**config.mk**
```make
export PLATFORM = sky130hd
export DESIGN_NAME = checked_record_decoder_flat
export DESIGN_NICKNAME = d
export VERILOG_FILES = /design/src/rtl/crd_pkg.sv /design/src/rtl/crd_rec_if.sv /design/src/rtl/crd_res_if.sv /design/src/rtl/crd_core.sv /design/src/rtl/checked_record_decoder.sv /design/src/flat_wrapper.sv
export SDC_FILE = /design/constraint.sdc
export NUM_CORES = 1
export LEC_CHECK = 0
export BUFFER_PORTS_ARGS = -buffer_cell sky130_fd_sc_hd__buf_2
export CAP_MARGIN = 20
export CORE_MARGIN = 8
export CORE_UTILIZATION = 45
export CTS_CLUSTER_DIAMETER = 40
export CTS_CLUSTER_SIZE = 30
export DETAILED_ROUTE_END_ITERATION = 10
export PLACE_DENSITY_LB_ADDON = 0.1
export SYNTH_ARGS = -nofsm -noshare
export SYNTH_HDL_FRONTEND = slang
export SYNTH_SLANG_ARGS = --single-unit
export TNS_END_PERCENT = 50
```
**constraint.sdc**
```tcl
create_clock -name clk_i -period 7.57 [get_ports clk_i]
set_clock_uncertainty 0.15 [all_clocks]
set_input_delay 0.757 -clock clk_i [delete_from_list [all_inputs] [get_ports clk_i]]
set_output_delay 0.757 -clock clk_i [all_outputs]
set_load 0.02 [all_outputs]
```
**src/rtl/crd_pkg.sv**
```systemverilog
// Shared types and constants for the checked record decoder.
// Used by crd_core and the top level; no dependencies.
package crd_pkg;

  // Record layout: byte positions within the 12-byte record
  localparam logic [3:0] POS_HEAD   = 4'd0;
  localparam logic [3:0] POS_VER    = 4'd1;
  localparam logic [3:0] POS_CNT0   = 4'd2;
  localparam logic [3:0] POS_CNT1   = 4'd3;
  localparam logic [3:0] POS_CNT2   = 4'd4;
  localparam logic [3:0] POS_CNT3   = 4'd5;
  localparam logic [3:0] POS_RLX_LO = 4'd6;
  localparam logic [3:0] POS_RLX_HI = 4'd7;
  localparam logic [3:0] POS_DSH_LO = 4'd8;
  localparam logic [3:0] POS_DSH_HI = 4'd9;
  localparam logic [3:0] POS_CHK_LO = 4'd10;
  localparam logic [3:0] POS_LAST   = 4'd11;
  localparam logic [3:0] SUM_LEN    = 4'd10;

  localparam logic [7:0] REC_MAGIC   = 8'h4A;
  localparam logic [7:0] REC_VERSION = 8'h01;
  localparam logic [8:0] FL_MOD      = 9'd255;

  typedef enum logic [1:0] {
    STAT_OK         = 2'd0,
    STAT_BAD_HEADER = 2'd1,
    STAT_BAD_SUM    = 2'd2
  } status_e;

  typedef struct packed {
    status_e     status;
    logic [31:0] clear_count;
    logic [15:0] relaxed_score;
    logic [15:0] dash_score;
  } result_t;

endpackage

```
**src/rtl/crd_rec_if.sv**
```systemverilog
// Input channel of the checked record decoder: one record byte per item.
// Stand-alone valid/ready interface; no dependencies.
interface crd_rec_if;
  logic       valid;
  logic       ready;
  logic [7:0] data_byte;
  logic       restart;

  modport source (output valid, output data_byte, output restart, input ready);
  modport sink (input valid, input data_byte, input restart, output ready);
endinterface

```
**src/rtl/crd_res_if.sv**
```systemverilog
// Result channel of the checked record decoder: status and decoded fields.
// Stand-alone valid/ready interface; no dependencies.
interface crd_res_if;
  logic        valid;
  logic        ready;
  logic [1:0]  status;
  logic [31:0] clear_count;
  logic [15:0] relaxed_score;
  logic [15:0] dash_score;

  modport source (output valid, output status, output clear_count,
                  output relaxed_score, output dash_score, input ready);
  modport sink (input valid, input status, input clear_count,
                input relaxed_score, input dash_score, output ready);
endinterface

```
**src/rtl/crd_core.sv**
```systemverilog
// Record state of the decoder: byte position, Fletcher-16 sums, header
// checks and field capture. Depends on crd_pkg.
module crd_core (
  input  logic             clk_i,
  input  logic             rst_ni,
  input  logic             step_i,
  input  logic [7:0]       data_byte_i,
  input  logic             restart_i,
  output logic             last_o,
  output crd_pkg::result_t result_o
);

  logic [3:0]  pos_q, pos_d, pos_eff;
  logic [7:0]  sum_low_q, sum_low_d;
  logic [7:0]  sum_high_q, sum_high_d;
  logic        header_good_q, header_good_d;
  logic        check_low_good_q, check_low_good_d;
  logic [31:0] cleared_q, cleared_d;
  logic [15:0] relaxed_q, relaxed_d;
  logic [15:0] dash_q, dash_d;

  logic [7:0]  sum_low_base, sum_high_base;
  logic [8:0]  lo_sum, lo_mod, hi_sum, hi_mod;
  crd_pkg::status_e status;

  // Restart, or an out-of-range position, forces byte 0
  assign pos_eff = (restart_i || pos_q > crd_pkg::POS_LAST) ? crd_pkg::POS_HEAD : pos_q;
  assign last_o  = (pos_eff == crd_pkg::POS_LAST);

  // Byte 0 starts both sums from zero
  assign sum_low_base  = (pos_eff == crd_pkg::POS_HEAD) ? 8'd0 : sum_low_q;
  assign sum_high_base = (pos_eff == crd_pkg::POS_HEAD) ? 8'd0 : sum_high_q;

  // Mod-255 accumulators: each sum stays below twice the modulus
  assign lo_sum = {1'b0, sum_low_base} + {1'b0, data_byte_i};
  assign lo_mod = (lo_sum >= crd_pkg::FL_MOD) ? lo_sum - crd_pkg::FL_MOD : lo_sum;
  assign hi_sum = {1'b0, sum_high_base} + lo_mod;
  assign hi_mod = (hi_sum >= crd_pkg::FL_MOD) ? hi_sum - crd_pkg::FL_MOD : hi_sum;

  always_comb begin
    pos_d            = last_o ? crd_pkg::POS_HEAD : pos_eff + 4'd1;
    sum_low_d        = sum_low_q;
    sum_high_d       = sum_high_q;
    header_good_d    = header_good_q;
    check_low_good_d = check_low_good_q;
    cleared_d        = cleared_q;
    relaxed_d        = relaxed_q;
    dash_d           = dash_q;

    if (pos_eff < crd_pkg::SUM_LEN) begin
      sum_low_d  = lo_mod[7:0];
      sum_high_d = hi_mod[7:0];
    end

    unique case (pos_eff)
      crd_pkg::POS_HEAD: begin
        // First byte clears the captured fields
        header_good_d    = (data_byte_i == crd_pkg::REC_MAGIC);
        check_low_good_d = 1'b0;
        cleared_d        = '0;
        relaxed_d        = '0;
        dash_d           = '0;
      end
      crd_pkg::POS_VER:    header_good_d = header_good_q && (data_byte_i == crd_pkg::REC_VERSION);
      crd_pkg::POS_CNT0:   cleared_d[7:0]   = data_byte_i;
      crd_pkg::POS_CNT1:   cleared_d[15:8]  = data_byte_i;
      crd_pkg::POS_CNT2:   cleared_d[23:16] = data_byte_i;
      crd_pkg::POS_CNT3:   cleared_d[31:24] = data_byte_i;
      crd_pkg::POS_RLX_LO: relaxed_d[7:0]   = data_byte_i;
      crd_pkg::POS_RLX_HI: relaxed_d[15:8]  = data_byte_i;
      crd_pkg::POS_DSH_LO: dash_d[7:0]      = data_byte_i;
      crd_pkg::POS_DSH_HI: dash_d[15:8]     = data_byte_i;
      crd_pkg::POS_CHK_LO: check_low_good_d = (data_byte_i == sum_low_q);
      default: ;
    endcase
  end

  // Bad header wins over a checksum mismatch
  always_comb begin
    if (!header_good_q) begin
      status = crd_pkg::STAT_BAD_HEADER;
    end else if (check_low_good_q && data_byte_i == sum_high_q) begin
      status = crd_pkg::STAT_OK;
    end else begin
      status = crd_pkg::STAT_BAD_SUM;
    end
  end

  always_comb begin
    result_o.status        = status;
    result_o.clear_count   = (status == crd_pkg::STAT_OK) ? cleared_q : '0;
    result_o.relaxed_score = (status == crd_pkg::STAT_OK) ? relaxed_q : '0;
    result_o.dash_score    = (status == crd_pkg::STAT_OK) ? dash_q : '0;
  end

  always_ff @(posedge clk_i or negedge rst_ni) begin
    if (!rst_ni) begin
      pos_q            <= crd_pkg::POS_HEAD;
      sum_low_q        <= '0;
      sum_high_q       <= '0;
      header_good_q    <= 1'b1;
      check_low_good_q <= 1'b0;
      cleared_q        <= '0;
      relaxed_q        <= '0;
      dash_q           <= '0;
    end else if (step_i) begin
      pos_q            <= pos_d;
      sum_low_q        <= sum_low_d;
      sum_high_q       <= sum_high_d;
      header_good_q    <= header_good_d;
      check_low_good_q <= check_low_good_d;
      cleared_q        <= cleared_d;
      relaxed_q        <= relaxed_d;
      dash_q           <= dash_d;
    end
  end

endmodule

```
**src/rtl/checked_record_decoder.sv**
```systemverilog
// Checked record decoder: validates and unpacks 12-byte progress records.
// Depends on crd_pkg, crd_rec_if, crd_res_if and crd_core.
//
// Usage:
//   rec_i carries one record byte per item, with a restart flag that marks
//   the byte as byte 0 and drops any partial record. res_o carries one item
//   per record: status (0 valid, 1 bad magic or version, 2 checksum
//   mismatch) and the little-endian cleared count and two best scores,
//   which read as zero unless the status is valid.
//   Throughput: one byte per cycle, sustained while the result register is
//   free for each twelfth byte. Each byte sits in the input register while
//   the record state and the two mod-255 sums are updated. The result
//   register loads as the twelfth byte leaves the input register, and res_o
//   then offers the result.
//   Without restart, the byte after the twelfth starts a new record.
//   When res_o stalls with a result waiting, the input register still takes
//   and processes bytes until the next twelfth byte, which holds there until
//   the result register frees; rec_i.ready then drops.
//   Reset: asynchronous, clears the pipeline and the byte position to 0.
module checked_record_decoder (
  input  logic      clk_i,
  input  logic      rst_ni,
  crd_rec_if.sink   rec_i,
  crd_res_if.source res_o
);

  logic             s1_valid_q;
  logic [7:0]       s1_byte_q;
  logic             s1_restart_q;
  logic             s1_adv;
  logic             core_last;
  crd_pkg::result_t core_result;

  logic             out_valid_q;
  crd_pkg::result_t out_q;
  logic             out_free;

  assign out_free    = !out_valid_q || res_o.ready;
  // Only the last byte of a record needs room in the result register
  assign s1_adv      = s1_valid_q && (!core_last || out_free);
  assign rec_i.ready = !s1_valid_q || s1_adv;

  crd_core u_core (
    .clk_i       (clk_i),
    .rst_ni      (rst_ni),
    .step_i      (s1_adv),
    .data_byte_i (s1_byte_q),
    .restart_i   (s1_restart_q),
    .last_o      (core_last),
    .result_o    (core_result)
  );

  always_ff @(posedge clk_i or negedge rst_ni) begin
    if (!rst_ni) begin
      s1_valid_q <= 1'b0;
    end else if (rec_i.ready) begin
      s1_valid_q <= rec_i.valid;
    end
  end

  always_ff @(posedge clk_i) begin
    if (rec_i.ready && rec_i.valid) begin
      s1_byte_q    <= rec_i.data_byte;
      s1_restart_q <= rec_i.restart;
    end
  end

  always_ff @(posedge clk_i or negedge rst_ni) begin
    if (!rst_ni) begin
      out_valid_q <= 1'b0;
    end else if (out_free) begin
      out_valid_q <= s1_adv && core_last;
    end
  end

  always_ff @(posedge clk_i) begin
    if (s1_adv && core_last) begin
      out_q <= core_result;
    end
  end

  assign res_o.valid         = out_valid_q;
  assign res_o.status        = out_q.status;
  assign res_o.clear_count   = out_q.clear_count;
  assign res_o.relaxed_score = out_q.relaxed_score;
  assign res_o.dash_score    = out_q.dash_score;

`ifndef NO_ASSERTIONS
  // A new result comes only from a record's last byte leaving the input stage
  assert property (@(posedge clk_i) disable iff (!rst_ni)
    $rose(out_valid_q) |-> $past(s1_adv && core_last))
    else $error("result raised without a completed record");

  // The input stage stalls only on a last byte
  assert property (@(posedge clk_i) disable iff (!rst_ni)
    (s1_valid_q && !s1_adv) |-> core_last)
    else $error("input stage stalled on a byte that gives no result");

  // A rejected record carries zeroed fields
  assert property (@(posedge clk_i) disable iff (!rst_ni)
    (out_valid_q && out_q.status != crd_pkg::STAT_OK) |->
      (out_q.clear_count == '0 && out_q.relaxed_score == '0 && out_q.dash_score == '0))
    else $error("rejected record with non-zero fields");

  // A waiting result is not overwritten
  assert property (@(posedge clk_i) disable iff (!rst_ni)
    (out_valid_q && !res_o.ready) |=> (out_valid_q && $stable(out_q)))
    else $error("stalled result lost or changed");
`endif

endmodule
```
**src/flat_wrapper.sv**
```systemverilog
// flat-port wrapper written by rule: the top's interface ports become plain ports
module checked_record_decoder_flat 
  (clk_i, rst_ni, rec_i_valid, rec_i_data_byte, rec_i_restart, rec_i_ready, res_o_valid, res_o_status, res_o_clear_count, res_o_relaxed_score, res_o_dash_score, res_o_ready);
  crd_rec_if rec_i_i ();
  crd_res_if res_o_i ();
  input  logic clk_i;
  input  logic rst_ni;
  input wire logic [$bits(rec_i_i.valid)-1:0] rec_i_valid;
  input wire logic [$bits(rec_i_i.data_byte)-1:0] rec_i_data_byte;
  input wire logic [$bits(rec_i_i.restart)-1:0] rec_i_restart;
  output wire logic [$bits(rec_i_i.ready)-1:0] rec_i_ready;
  output wire logic [$bits(res_o_i.valid)-1:0] res_o_valid;
  output wire logic [$bits(res_o_i.status)-1:0] res_o_status;
  output wire logic [$bits(res_o_i.clear_count)-1:0] res_o_clear_count;
  output wire logic [$bits(res_o_i.relaxed_score)-1:0] res_o_relaxed_score;
  output wire logic [$bits(res_o_i.dash_score)-1:0] res_o_dash_score;
  input wire logic [$bits(res_o_i.ready)-1:0] res_o_ready;
  assign rec_i_i.valid = rec_i_valid;
  assign rec_i_i.data_byte = rec_i_data_byte;
  assign rec_i_i.restart = rec_i_restart;
  assign rec_i_ready = rec_i_i.ready;
  assign res_o_valid = res_o_i.valid;
  assign res_o_status = res_o_i.status;
  assign res_o_clear_count = res_o_i.clear_count;
  assign res_o_relaxed_score = res_o_i.relaxed_score;
  assign res_o_dash_score = res_o_i.dash_score;
  assign res_o_i.ready = res_o_ready;
  checked_record_decoder u_core (.clk_i(clk_i), .rst_ni(rst_ni), .rec_i(rec_i_i), .res_o(res_o_i));
endmodule
```
; Word-level counts from Yosys, hierarchy flattened
; Index checks and enable logic that the tools add are counted.
[op_classes]
eq_ne = 15
n_reduce_logical = 35
n_mux = 18
shifts = 0
n_lt_le_gt_ge = 4
addsub = 5
mul = 0
bitwise = 0
div = 0
[op_table]
columns = operator, n
row1 = $pmux W8 S2, 8
row2 = $mux W8, 3
row3 = $reduce_and A2 Y1, 11
row4 = $reduce_bool A2 Y1, 10
row5 = $ge A9 B8 Y1 const B, 2
row6 = $eq A4 B3 Y1 const B, 4
row7 = $eq A4 B4 Y1 const B, 4
row8 = $eq A8 B8 Y1, 2
row9 = $add A8 B8 Y9, 1
row10 = $add A8 B9 Y9, 1
row11 = $mux W9, 1
row12 = $sub A9 B8 Y9 const B, 1
row13 = $eq A4 B2 Y1 const B, 2
row14 = $eq A8 B1 Y1 const B, 1
row15 = $eq A8 B7 Y1 const B, 1
row16 = $mux W4, 2
row17 = $sub A8 B8 Y8 const B, 1
row18 = $logic_and A1 B1 Y1, 5
row19 = $add A4 B1 Y4 const B, 1
row20 = $eq A4 B1 Y1 const B, 1
row21 = $gt A4 B4 Y1 const B, 1
row22 = $logic_not A4 Y1, 1
row23 = $logic_or A1 B1 Y1, 4
row24 = $lt A4 B4 Y1 const B, 1
row25 = 4 further kinds, 8
[totals]
word_cells = 98
rom_bits = 0
ram_bits = 0
n_memories = 0
in_bits = 13
latchBits = 0
ff_bits = 163
output_inout_bits = 68

; Longest topological paths before layout
; Gate-level depths: netlist of the first run.
[logic_depth]
ltp_word = 11
depth_mapped = 30

; Modules after synthesis
; From an unflattened synthesis of the first run, not the netlist that was laid out.
[unflattened]
hier_cells = 671
area_unflattened_um2 = 7613.6
[by_module_without_submodules]
columns = module, n_inst, area_each_um2, cells_per_inst
row1 = crd_core, 1, 5240.0, 586
row2 = checked_record_decoder, 1, 2373.5, 85

; Least setup slack after synthesis of the first run
; No wires, ideal clock.
[synth_path]
path_kind = register -> register
start = register u_core.u_core.pos_q[3]
end = register u_core.u_core.sum_high_q[5]
path_buffers = 3
stages_incl_launch_ff = 29
synth_period_minus_slack_ns = 6.529
setup_slack_ns = 1.041
setup_time_ns = 0.082
arrival_time_ns = 6.297
path_cell_list = dfrtp_1 -> clkbuf_1 -> a21oi_1 -> nand2_1 -> ha_1 -> clkbuf_1 -> nand2_1 -> clkbuf_1 -> nand2_1 -> fa_1 -> nand2b_1 -> a21oi_1 -> o31ai_1 -> a21oi_1 -> inv_1 -> ha_1 -> a211o_2 -> nand2_1 -> o21ai_0 -> fa_1 -> a211oi_1 -> nor3b_1 -> o31ai_1 -> o31ai_1 -> nor3_1 -> o21bai_1 -> a22oi_4 -> or3_2 -> a31oi_1
[synth_between]
elab_chain_len = 11
word_cells_on_any_way = 20
[synth_lines]
columns = item, line_no
row1 = start: declaration, crd_core.sv:13  ; logic [3:0] pos_q, pos_d, pos_eff;
row2 = start signal: assignment, crd_core.sv:98  ; pos_q <= crd_pkg::POS_HEAD;
row3 = start signal: assignment, crd_core.sv:107  ; pos_q <= pos_d;
row4 = $gt A4 B4 Y1, crd_core.sv:27  ; assign pos_eff = (restart_i || pos_q > crd_pkg::POS_LAST) ? crd_pkg::POS_HEAD : pos_q;
row5 = $logic_or A1 B1 Y1, crd_core.sv:27
row6 = $mux W4 (*), crd_core.sv:27
row7 = $logic_not A4 Y1 (*), crd_core.sv:31  ; assign sum_low_base = (pos_eff == crd_pkg::POS_HEAD) ? 8'd0 : sum_low_q;
row8 = $mux W8 (*), crd_core.sv:31
row9 = $add A8 B8 Y9 (*), crd_core.sv:35  ; assign lo_sum = {1'b0, sum_low_base} + {1'b0, data_byte_i};
row10 = $sub A9 B8 Y9 / $ge A9 B8 Y1 (equally long branches), crd_core.sv:36  ; assign lo_mod = (lo_sum >= crd_pkg::FL_MOD) ? lo_sum - crd_pkg::FL_MOD : lo_sum;
row11 = $mux W9 (*), crd_core.sv:36
row12 = net u_core.u_core.lo_mod[1], crd_core.sv:23  ; logic [8:0] lo_sum, lo_mod, hi_sum, hi_mod;
row13 = $add A8 B9 Y9 (*), crd_core.sv:37  ; assign hi_sum = {1'b0, sum_high_base} + lo_mod;
row14 = $sub A8 B8 Y8 / $ge A9 B8 Y1 (equally long branches), crd_core.sv:38  ; assign hi_mod = (hi_sum >= crd_pkg::FL_MOD) ? hi_sum - crd_pkg::FL_MOD : hi_sum;
row15 = $mux W8 (*), crd_core.sv:38
row16 = end signal: assignment, crd_core.sv:109  ; sum_high_q <= sum_high_d;
row17 = end: declaration, crd_core.sv:15  ; logic [7:0] sum_high_q, sum_high_d;
; Mark *: on every way through the listed nets, which the timed path passes. The rest lies on a longest branch.
; A chain may end at the register's enable or synchronous reset.

; Worst setup path after layout of the first run
[layout_path]
start = register u_core.u_core.pos_q[3]
end = register u_core.u_core.sum_high_q[3]
; The elaborated chain is that of the path after synthesis.

==> run metrics, run 1 <==
status finished clean; CP max-delay cell fa_1; Worst Hold Depth 2; Clock Tree Root clkbuf_16; unrepaired setup endpoints after global routing no; Slew Viols, Final 0; hpwl dp approximately 12000 um; Synth async-reset ratio 54.0%; mapped cell area 7700 um2; routability cong. around 0.85; Adder-Cell Fraction of Synth Area approximately 4.3%; count of distinct cell types in the synthesized netlist 56; Compound-Gate Fraction of Synth Area 10.8%; I/O pin cnt 81; Synth Area per Inst 10.7 um2; most common cell in the synthesized netlist dfrtp_1; CP Capture Type flip-flop; DRC errors left 0; Crit Path Class reg2reg; Synth Area in XOR/XNOR under 10%; startpoint types flip-flop; deepest clock path buffer count 2; sequential element share of the synthesized area around 58%; Port Buffers 80; multiplexer area fraction after synthesis 0.553%; Clk Latency, worst-skew pair 0.42 ns; Yosys top cell by area edfxtp_1; ys flop type dfrtp_1; main area contributors after synthesis edfxtp_1 29%, dfrtp_1 28%, and3_1 5.7%, o21ai_0 4.7%, nand2_1 4.2%; fmax 144 MHz; grt total ovfl 0; Final Power 0.00291 W; clk sinks between 150 and 200; WL/cell approximately 18 um; clock tree from TritonCTS done; worst-margin pin slew 0.958 ns; Slew HR 36.1%; Finished Layout Cells 1017; R2R setup slack 0.62 ns; ant diodes 0; Final period util between 90% and 100%; largest net degree at the start of global routing 88; Die H 147 um; Critical R2R Launch u_core.u_core.pos_q[3]$_DFFE_PN0P_; minimum clock period about 6.9 ns; maxcap violations 0; largest family of logic cells by synthesized area simple AND/OR/NAND/NOR gates; Post-Synth Simple-Gate Area 19.6%; Tightest Hold Check Type reg2reg; P&R area growth vs syn 15.5%; Cells after Synth 718; vias 5453; Placed Instances 983; initial antenna violation count 0; Chip Width approximately 150 um; FF-to-FF path depth 27; layout cells sized above 1 17.0%; WHS Endpoint u_core.u_core.dash_q[1]$_DFFE_PN0P_; top cells by count, synth 87 x dfrtp_1, 86 x nand2_1, 75 x edfxtp_1; Initial Util a little under half; HP Start u_core.u_core.dash_q[1]$_DFFE_PN0P_; Synth top area share 29.3%; EDFF count, synth 75; routed wire length 18000 um; CP max stage delay slightly above 0.5 ns; first drt pass iteration count 5; Reg-to-Reg End u_core.u_core.sum_high_q[3]$_DFFE_PN0P_; area of the die around 22000 um2; vias in the first global route about 5400; gr usage total between 10% and 20%; Critical Path AT slightly above 7 ns; total CTS buffers 17; worst vdd ir approximately 0.0002 V; Vias/cell 5.36; yosys synthesis warning count 0; syn nets 756; post-synthesis register bit count 163; worst-path fanout max 10; H-tree levels 4; PwrDens 328 nW/um2; setup TNS 0 ns; FP Rows 48; DRT antenna net count 0; Starting DRT DRC Count 302; clock-pin slew on the worst setup and hold paths 0.06 ns; Final #Nets 817; core box area 17000 um2; Worst EP required 7.76 ns; final hold violation count 0; Lkg Pwr between 4 and 5 nW; final-report setup violation count 0; wire length of the first global-routing pass 29000 um
[registers in the layout, indices dropped and copies added (netlist names), 8 cells and up]
signal                      flops
u_core.res_o.clear_count       32
u_core.res_o.dash_score        16
u_core.res_o.relaxed_score     16
u_core.s1_byte_q                8
u_core.u_core.cleared_q        32
u_core.u_core.dash_q           16
u_core.u_core.relaxed_q        16
u_core.u_core.sum_high_q        8
u_core.u_core.sum_low_q         8
[per-layer routing]
layer  global-route usage [%]  wire length [um]
met1                     21.0              7720
met5                        0                 0
met3                     3.32               900
met2                     28.5              9050
met4                     7.06               299
[repair_timing]
item,CTS,global route
endpoints found under the setup margin,0,4
endpoints found under the hold margin,1,0
buffers inserted,0,0
resized for setup,0,1
hold buffers,1,0
[placed cells by master, fill, tap and decap left out, types with 3 or more instances in the layout]
cell type / n
a211oi_1: 4
a21oi_1: 11
a22o_1: 8
a31oi_1: 5
and2_1: 19
and3_1: 70
buf_2: 79
buf_4: 7
clkbuf_16: 17
clkbuf_8: 3
clkinv_4: 4
dfrtp_1: 87
edfxtp_1: 75
ha_1: 23
inv_1: 21
nand2_1: 86
nand2b_1: 7
nand3_1: 58
nor2_1: 31
nor2b_1: 3
nor4_1: 3
o21a_1: 3
o21ai_0: 72
o21bai_1: 3
o31ai_1: 4
or3_2: 3
xnor2_1: 9
xor2_1: 21
[logic make-up after synthesis]
logic type	after synthesis
AND/OR/NAND/NOR	296
flip-flops	163
AO/OA/AOI/OAI	131
buffers and inverters	68
XOR/XNOR	31
adder cells (fa/ha/maj)	25
multiplexers	4
[critical path, delay by kind of cell, from the launching register on]
kind | cells | cell delay, ns
compound gates | 12 | 2.89
fa+ha+maj | 5 | 1.64
simple gates | 8 | 1.58
flops | 1 | 0.46
buf+inv | 2 | 0.15
[stage by stage]
step / hold slack (ns) / utilization [%] / area, um2 / setup slack (ns)
after floorplan: 0.292 / - / 7700 / 1.04
after global placement: 0.311 / 48.6 / 8260 / 0.717
after detailed placement: 0.314 / 48.6 / 8260 / 0.524
after CTS: 0.328 / 52.2 / 8870 / 0.496
after global routing: 0.341 / 52.3 / 8890 / 0.00423
final: 0.325 / 52.3 / 8890 / 0.623
[how the worst max path moves through the flow]
stage | to | startpoint | cells after the start
2_1_floorplan | u_core.u_core.sum_high_q[5]$_DFFE_PN0P_ | u_core.u_core.pos_q[3]$_DFFE_PN0P_ | 28
3_3_place_gp | u_core.u_core.sum_high_q[5]$_DFFE_PN0P_ | u_core.u_core.pos_q[3]$_DFFE_PN0P_ | 27
3_5_place_dp | u_core.u_core.sum_high_q[3]$_DFFE_PN0P_ | u_core.u_core.pos_q[3]$_DFFE_PN0P_ | 27
4_1_cts | u_core.u_core.sum_high_q[3]$_DFFE_PN0P_ | u_core.u_core.pos_q[3]$_DFFE_PN0P_ | 27
5_1_grt | u_core.u_core.sum_high_q[3]$_DFFE_PN0P_ | u_core.u_core.pos_q[2]$_DFFE_PN0P_ | 26
6_report | u_core.u_core.sum_high_q[3]$_DFFE_PN0P_ | u_core.u_core.pos_q[3]$_DFFE_PN0P_ | 27
[power breakdown]
group	switching, W	leakage (nW)	internal, W
combinational	0.000584	1.95	0.000395
clock	0.000342	0.287	0.000515
sequential	0.0000813	2.03	0.000997
[area by class of cell]
cell class              count  area (um2)
inverters                  22        82.6
fillers                  1517        8100
multi-input cells         487        3000
clock buffers              22         474
repair buffers             88         478
clock inverters            10         124
well taps                 225         282
flip-flops and latches    163        4460
Note: power is estimated with default switching activity, not from simulation.
==> run 2, diff against run 1 <==
==> constraint.sdc (replaced) <==
create_clock -name clk_i -period 6.4 [get_ports clk_i]
set_clock_uncertainty 0.15 [all_clocks]
set_input_delay 0.64 -clock clk_i [delete_from_list [all_inputs] [get_ports clk_i]]
set_output_delay 0.64 -clock clk_i [all_outputs]
set_load 0.02 [all_outputs]
==> run 2 against run 1 <==
  * Core utilization is 0.86 points higher
  * Clock power up 23%
  * Largest cell class unchanged
  * Sequential share of layout area fell by 0.81 points
  * Largest power group is now combinational logic
  * Cell area increased by 1.6%
  * Routed wire length is 1.7% lower
  * Non-clock buffer count up 13
  * Worst setup slack lost 0.28 ns
  * Final cell count up 1.2%
  * First-iteration DRC count is 11% higher
==> run metrics, run 2 (synthesis gave the netlist of run 1 again) <==
vias in the first global route 5491 (+2.2%); Clock Tree Root clkbuf_16; core box area 17000 um2 (unchanged); Worst EP required 6.59 ns (-1.17 ns); grt total ovfl 0 (unchanged); final-report setup violation count 0 (unchanged); P_int 0.00238 W (+25%); H-tree levels 4 (unchanged); PwrDens 398 nW/um2 (+22%); maxcap violations 0 (unchanged); Die H 147 um (unchanged); worst-margin pin slew 0.911 ns (-0.0473 ns); largest net degree at the start of global routing 68 (-23%); final worst setup slack 0.341 ns (-0.282 ns); WL/cell 17.2 um (-2.9%); fmax 165 MHz (+15%); I/O pin cnt 81 (unchanged); final hold slack 0.0233 ns (-0.301 ns); deepest clock path buffer count 2 (unchanged); DRT antenna net count 0 (unchanged); Chip Width 147 um (unchanged); clock network power share 29.2% (-0.2 points); vias 5485 (+0.59%); layout cells sized above 1 19.7% (+2.6 points); worst vdd ir 0.000377 V (+88%); Port Buffers 80 (unchanged); setup TNS 0 ns (unchanged); Sw Pwr 0.00122 W (+21%); initial antenna violation count 0 (unchanged); final hold violation count 0 (unchanged); Slew HR 39.3% (+3.2 points); Switching Share 34.0% (-0.59 points); unrepaired setup endpoints after global routing no; status finished clean; CP max stage delay 0.43 ns (-0.08 ns); clock-pin slew on the worst setup and hold paths 0.06 ns (about the same); Lkg Pwr 4.33 nW (+1.7%); total CTS buffers 17 (unchanged); gr usage total 16.7% (-0.27 points); routed wire length 17700 um (-1.7%); FP Rows 48 (unchanged); Slew Viols, Final 0 (unchanged); Tightest Hold Check Type in2async; first drt pass iteration count 4 (-1); ant diodes 0 (unchanged); startpoint types flip-flop; CP max-delay cell edfxtp_1; Clk Latency, worst-skew pair 0.42 ns (about the same); most common cell after layout, fill and taps aside dfrtp_1; CTS Hold Bufs 0 (-1); Critical Path AT 6.25 ns (-0.89 ns); Crit Path Class reg2reg; wire length of the first global-routing pass 28700 um (-1.0%); Vias/cell 5.33 (-0.59%); P&R area growth vs syn 17.4%; DRC errors left 0 (unchanged); Setup Slack @ Placement 0.109 ns (-0.415 ns); Final #Nets 830 (+1.6%); Combinational Power Share 35.7% (+2.1 points); clk sinks 163 (unchanged); hpwl dp 12100 um (-1.7%); Initial Util 45.3% (unchanged); Final period util 94.7% (+2.9 points); Util after Layout 53.2% (+0.86 points); sequential power share 35.0% (-2.0 points); worst-path fanout max 5 (-5); minimum clock period 6.06 ns (-0.888 ns); clock tree from TritonCTS done; most frequent cells in the layout 87 x dfrtp_1, 86 x nand2_1, 79 x buf_2, 75 x edfxtp_1, 71 x o21ai_0; Starting DRT DRC Count 336 (+11%); routability cong. 0.898 (+5.5%); CP Capture Type flip-flop; area of the die 21500 um2 (unchanged)
## run 2: cell types whose count changed in the layout (fill, tap and decap cells not counted), sizes merged
| cell | previous run | this run |
|---|---|---|
| dlygate4sd3 | 1 | 0 |
| bufinv | 2 | 4 |
| clkinv | 5 | 3 |
| buf | 87 | 101 |
| inv | 23 | 22 |
## run 2: worst max-delay path: cells and delay by family, from the launching register on
| family | cells | cell delay [ns] |
|---|---|---|
| buf+inv | 2 | 0.22 |
| xor+xnor | 1 | 0.17 |
| simple gates | 10 | 1.58 |
| fa+ha+maj | 6 | 1.68 |
| compound gates | 9 | 1.74 |
| flops | 1 | 0.43 |
## run 2: layer usage
layer	GRT usage, %	share of wire, %	up-vias
met4	6.34	1.9	0
met3	4.00	4.8	24
met5	0	0	-
li1	-	-	2697
met2	28.5	51	126
met1	20.1	43	2638
## run 2: final timing paths
kind / cells after the start / slack (ns) / startpoint / endpoint
setup / recovery: 28 / 0.34 / u_core.s1_restart_q$_DFFE_PP_ / u_core.u_core.sum_high_q[3]$_DFFE_PN0P_
setup reg to reg: 28 / 0.34 / u_core.s1_restart_q$_DFFE_PP_ / u_core.u_core.sum_high_q[3]$_DFFE_PN0P_
max in group asynchronous: 2 / 5.00 / rst_ni / u_core.u_core.pos_q[0]$_DFFE_PN0P_
min in group clk_i: 1 / 0.24 / rec_i_data_byte[7] / u_core.s1_byte_q[7]$_DFFE_PP_
hold reg to reg: 2 / 0.33 / u_core.u_core.dash_q[4]$_DFFE_PN0P_ / u_core.u_core.dash_q[4]$_DFFE_PN0P_
hold / removal: 1 / 0.02 / rst_ni / u_core.u_core.sum_low_q[6]$_DFFE_PN0P_
## run 2: area by class of cell
type                       count  area (um2)
inverter                      22        82.6
sequential                   163        4460
multi-input combinational    487        3050
clock inverter                 9         158
timing repair buffer         101         561
fill                        1538        7960
tap                          225         282
clock buffer                  22         454
## run 2: power by group through the flow
stage | registers [W] | logic, W | clock network, W
final | 0.00126 | 0.00129 | 0.00105
after global placement | 0.00128 | 0.00119 | 0
after floorplan | 0.00124 | 0.000925 | 0
after CTS | 0.00126 | 0.00122 | 0.00107
after global routing | 0.00127 | 0.00144 | 0.00111
after detailed placement | 0.00128 | 0.00121 | 0
## run 2: through the flow
stage | cells | power [W] | area (um2)
final | 1029 | 0.00360 | 9040
after CTS | 1027 | 0.00356 | 8980
after floorplan | 718 | 0.00217 | 7710
after global routing | 1029 | 0.00382 | 9040
after global placement | 996 | 0.00246 | 8370
after detailed placement | 996 | 0.00250 | 8370
## run 2: repair_timing
item,CTS,global route
gates resized for setup,0,12
endpoints found under the setup margin,0,7
buffers inserted,0,2
==> run 3, diff against run 2 <==
==> constraint.sdc (replaced) <==
create_clock -name clk_i -period 5.7 [get_ports clk_i]
set_clock_uncertainty 0.15 [all_clocks]
set_input_delay 0.57 -clock clk_i [delete_from_list [all_inputs] [get_ports clk_i]]
set_output_delay 0.57 -clock clk_i [all_outputs]
set_load 0.02 [all_outputs]
==> run 3 against run 2 <==
  * Total power grew 18%
  * Register-to-register slack lost 0.31 ns
  * Critical path depth is the same
  * Combinational power grew 36%
  * Flip-flop and latch count is the same
  * Global-route usage grew 0.69 points
  * First-iteration DRC count shrank 2.7%
  * Sequential power grew 13%
  * Non-clock buffer count grew 20
  * Final cell count grew 2.0%
  * Via count grew 2.4%
  * Critical endpoint is now u_core.u_core.sum_high_q[4]$_DFFE_PN0P_
  * Highest routed layer unchanged
==> run metrics, run 3 (synthesis gave the netlist of run 1 again) <==
unrepaired setup endpoints after global routing yes; Vias/cell 5.35 (+0.36%); top layer in use met4; post-layout instance area 9340 um2 (+3.3%); DRT antenna net count 0 (unchanged); clock tree from TritonCTS done; worst vdd ir 0.000450 V (+19%); vias 5617 (+2.4%); layout cells sized above 1 24.5% (+4.8 points); WL/cell 17.2 um (+0.35%); Crit Path Class reg2reg; minimum clock period 5.67 ns (-0.385 ns); Final period util 99.5% (+4.9 points); Slew Viols, Final 0 (unchanged); Lkg Pwr 4.45 nW (+2.7%); deepest clock path buffer count 2 (unchanged); Port Buffers 80 (unchanged); total CTS buffers 17 (unchanged); Met3 Routed Length 999 um (+17%); CP Capture Type flip-flop; fill cell count 1506 (-2.1%); most frequent cells in the layout 86 x dfrtp_1, 83 x nand2_1, 79 x buf_2, 75 x edfxtp_1; routability cong. 0.881 (-1.9%); P&R area growth vs syn 21.3%; FF-to-FF path depth 28 (unchanged); final hold violation count 0 (unchanged); Critical R2R Launch u_core.u_core.pos_q[3]$_DFFE_PN0P_; clk sinks 163 (unchanged); area of the die 21500 um2 (unchanged); largest net degree at the start of global routing 68 (unchanged); Tightest Hold Check Type in2async; vias in the first global route 5651 (+2.9%); Final #Nets 850 (+2.4%); H-tree levels 4 (unchanged); PwrDens 454 nW/um2 (+14%); Final Power 0.00424 W (+18%); wire length of the first global-routing pass 29800 um (+4.0%); most common cell after layout, fill and taps aside dfrtp_1; Placed Area 8610 um2 (+2.9%); Clock Tree Root clkbuf_16; Worst EP required 5.90 ns (-0.69 ns); routed wire length 18100 um (+2.4%); hpwl dp 12400 um (+2.5%); initial antenna violation count 0 (unchanged); gr usage total 17.4% (+0.69 points); grt total ovfl 0 (unchanged); clock-pin slew on the worst setup and hold paths 0.06 ns (about the same); Met2 Wirelength 8890 um (-0.55%); register area 4460 um2 (about the same); R2R setup slack 0.03 ns (-0.31 ns); status finished clean; Slew HR 41.3% (+2.0 points); DRC errors left 0 (unchanged); Initial Util 45.3% (unchanged); CP max-delay cell fa_2; fmax 176 MHz (+6.8%); Starting DRT DRC Count 327 (-2.7%); Clk Latency, worst-skew pair 0.42 ns (about the same); core box area 17000 um2 (unchanged); worst-path fanout max 7 (+2); CP max stage delay 0.57 ns (+0.14 ns); worst-margin pin slew 0.880 ns (-0.0305 ns); startpoint types flip-flop; Chip Width 147 um (unchanged); ant diodes 0 (unchanged); I/O pin cnt 81 (unchanged); Die H 147 um (unchanged); Multi-input gate area 3250 um2 (+6.5%); M1 WL 7620 um (+1.1%); maxcap violations 0 (unchanged); FP Rows 48 (unchanged); Critical Path AT 5.87 ns (-0.38 ns); first drt pass iteration count 4 (unchanged); final-report setup violation count 0 (unchanged); Reg-to-Reg End u_core.u_core.sum_high_q[4]$_DFFE_PN0P_
==> run 3: cell count changes in the layout (fill, tap and decap cells not counted), moves of 4 or more <==
cell    previous run  this run
buf_4             22        41
ha_1              22        17
xor2_1            21        17
xor2_2             1         5
==> run 3: area by class of cell <==
type                            count  share of cell area, %
Multi-Input combinational cell    487                   34.8
Timing Repair Buffer              121                   7.65
Tap cell                          225                   3.02
Clock buffer                       20                   4.68
Clock inverter                     12                   1.25
Inverter                           22                  0.885
Sequential cell                   163                   47.7
==> run 3: worst max-delay path: cells and delay by family, from the launching register on <==
kind | cells | cell delay, ns
buf+inv | 3 | 0.27
xor+xnor | 1 | 0.15
compound gates | 7 | 1.18
flops | 1 | 0.43
fa+ha+maj | 6 | 1.61
simple gates | 11 | 1.81
==> run 3: per-stage QoR <==
stage	util [%]	std cells	setup slack [ns]	hold slack (ns)	TNS [ns]
2_1_floorplan	-	718	-0.0619	0.124	-0.185
3_5_place_dp	50.7	1015	-0.0190	0.320	-0.0611
5_1_grt	54.9	1050	-0.241	0.0337	-1.51
3_3_place_gp	50.7	1015	0.0885	0.314	0
4_1_cts	54.1	1048	0.00420	0.0176	0
6_report	54.9	1050	0.0258	0.000218	0
==> run 3: what timing repair did <==
action	CTS	global route
endpoints found under the setup margin	5	8
resized for setup	3	25
setup buffers	1	2
pin swaps	1	23
hold buffers	0	0
==> run 3: layer usage <==
layer | vias to the layer above | GRT usage [%]
li1 | 2734 | -
met1 | 2710 | 21.1
met2 | 138 | 28.5
met3 | 35 | 4.49
met4 | 0 | 8.14
met5 | - | 0
==> run 3: report_power, final <==
part	switching, W	total (W)	leakage (nW)	internal [W]
logic	0.000945	0.00175	2.16	0.000802
clock network	0.000437	0.00107	0.270	0.000637
registers	0.0000945	0.00142	2.03	0.00132
==> run 3: how the worst max path moves through the flow <==
| stage | from | endpoint | slack (ns) | cells after the start |
|---|---|---|---|---|
| floorplan | u_core.u_core.pos_q[2]$_DFFE_PN0P_ | u_core.u_core.sum_high_q[5]$_DFFE_PN0P_ | -0.06 | 29 |
| global placement | u_core.s1_restart_q$_DFFE_PP_ | u_core.u_core.sum_high_q[4]$_DFFE_PN0P_ | 0.09 | 26 |
| detailed placement | u_core.s1_restart_q$_DFFE_PP_ | u_core.u_core.sum_high_q[3]$_DFFE_PN0P_ | -0.02 | 27 |
| CTS | u_core.u_core.pos_q[2]$_DFFE_PN0P_ | u_core.u_core.sum_high_q[3]$_DFFE_PN0P_ | 0.004 | 26 |
| global route | u_core.u_core.pos_q[3]$_DFFE_PN0P_ | u_core.u_core.sum_high_q[1]$_DFFE_PN0P_ | -0.24 | 28 |
| finish | u_core.u_core.pos_q[3]$_DFFE_PN0P_ | u_core.u_core.sum_high_q[4]$_DFFE_PN0P_ | 0.03 | 28 |
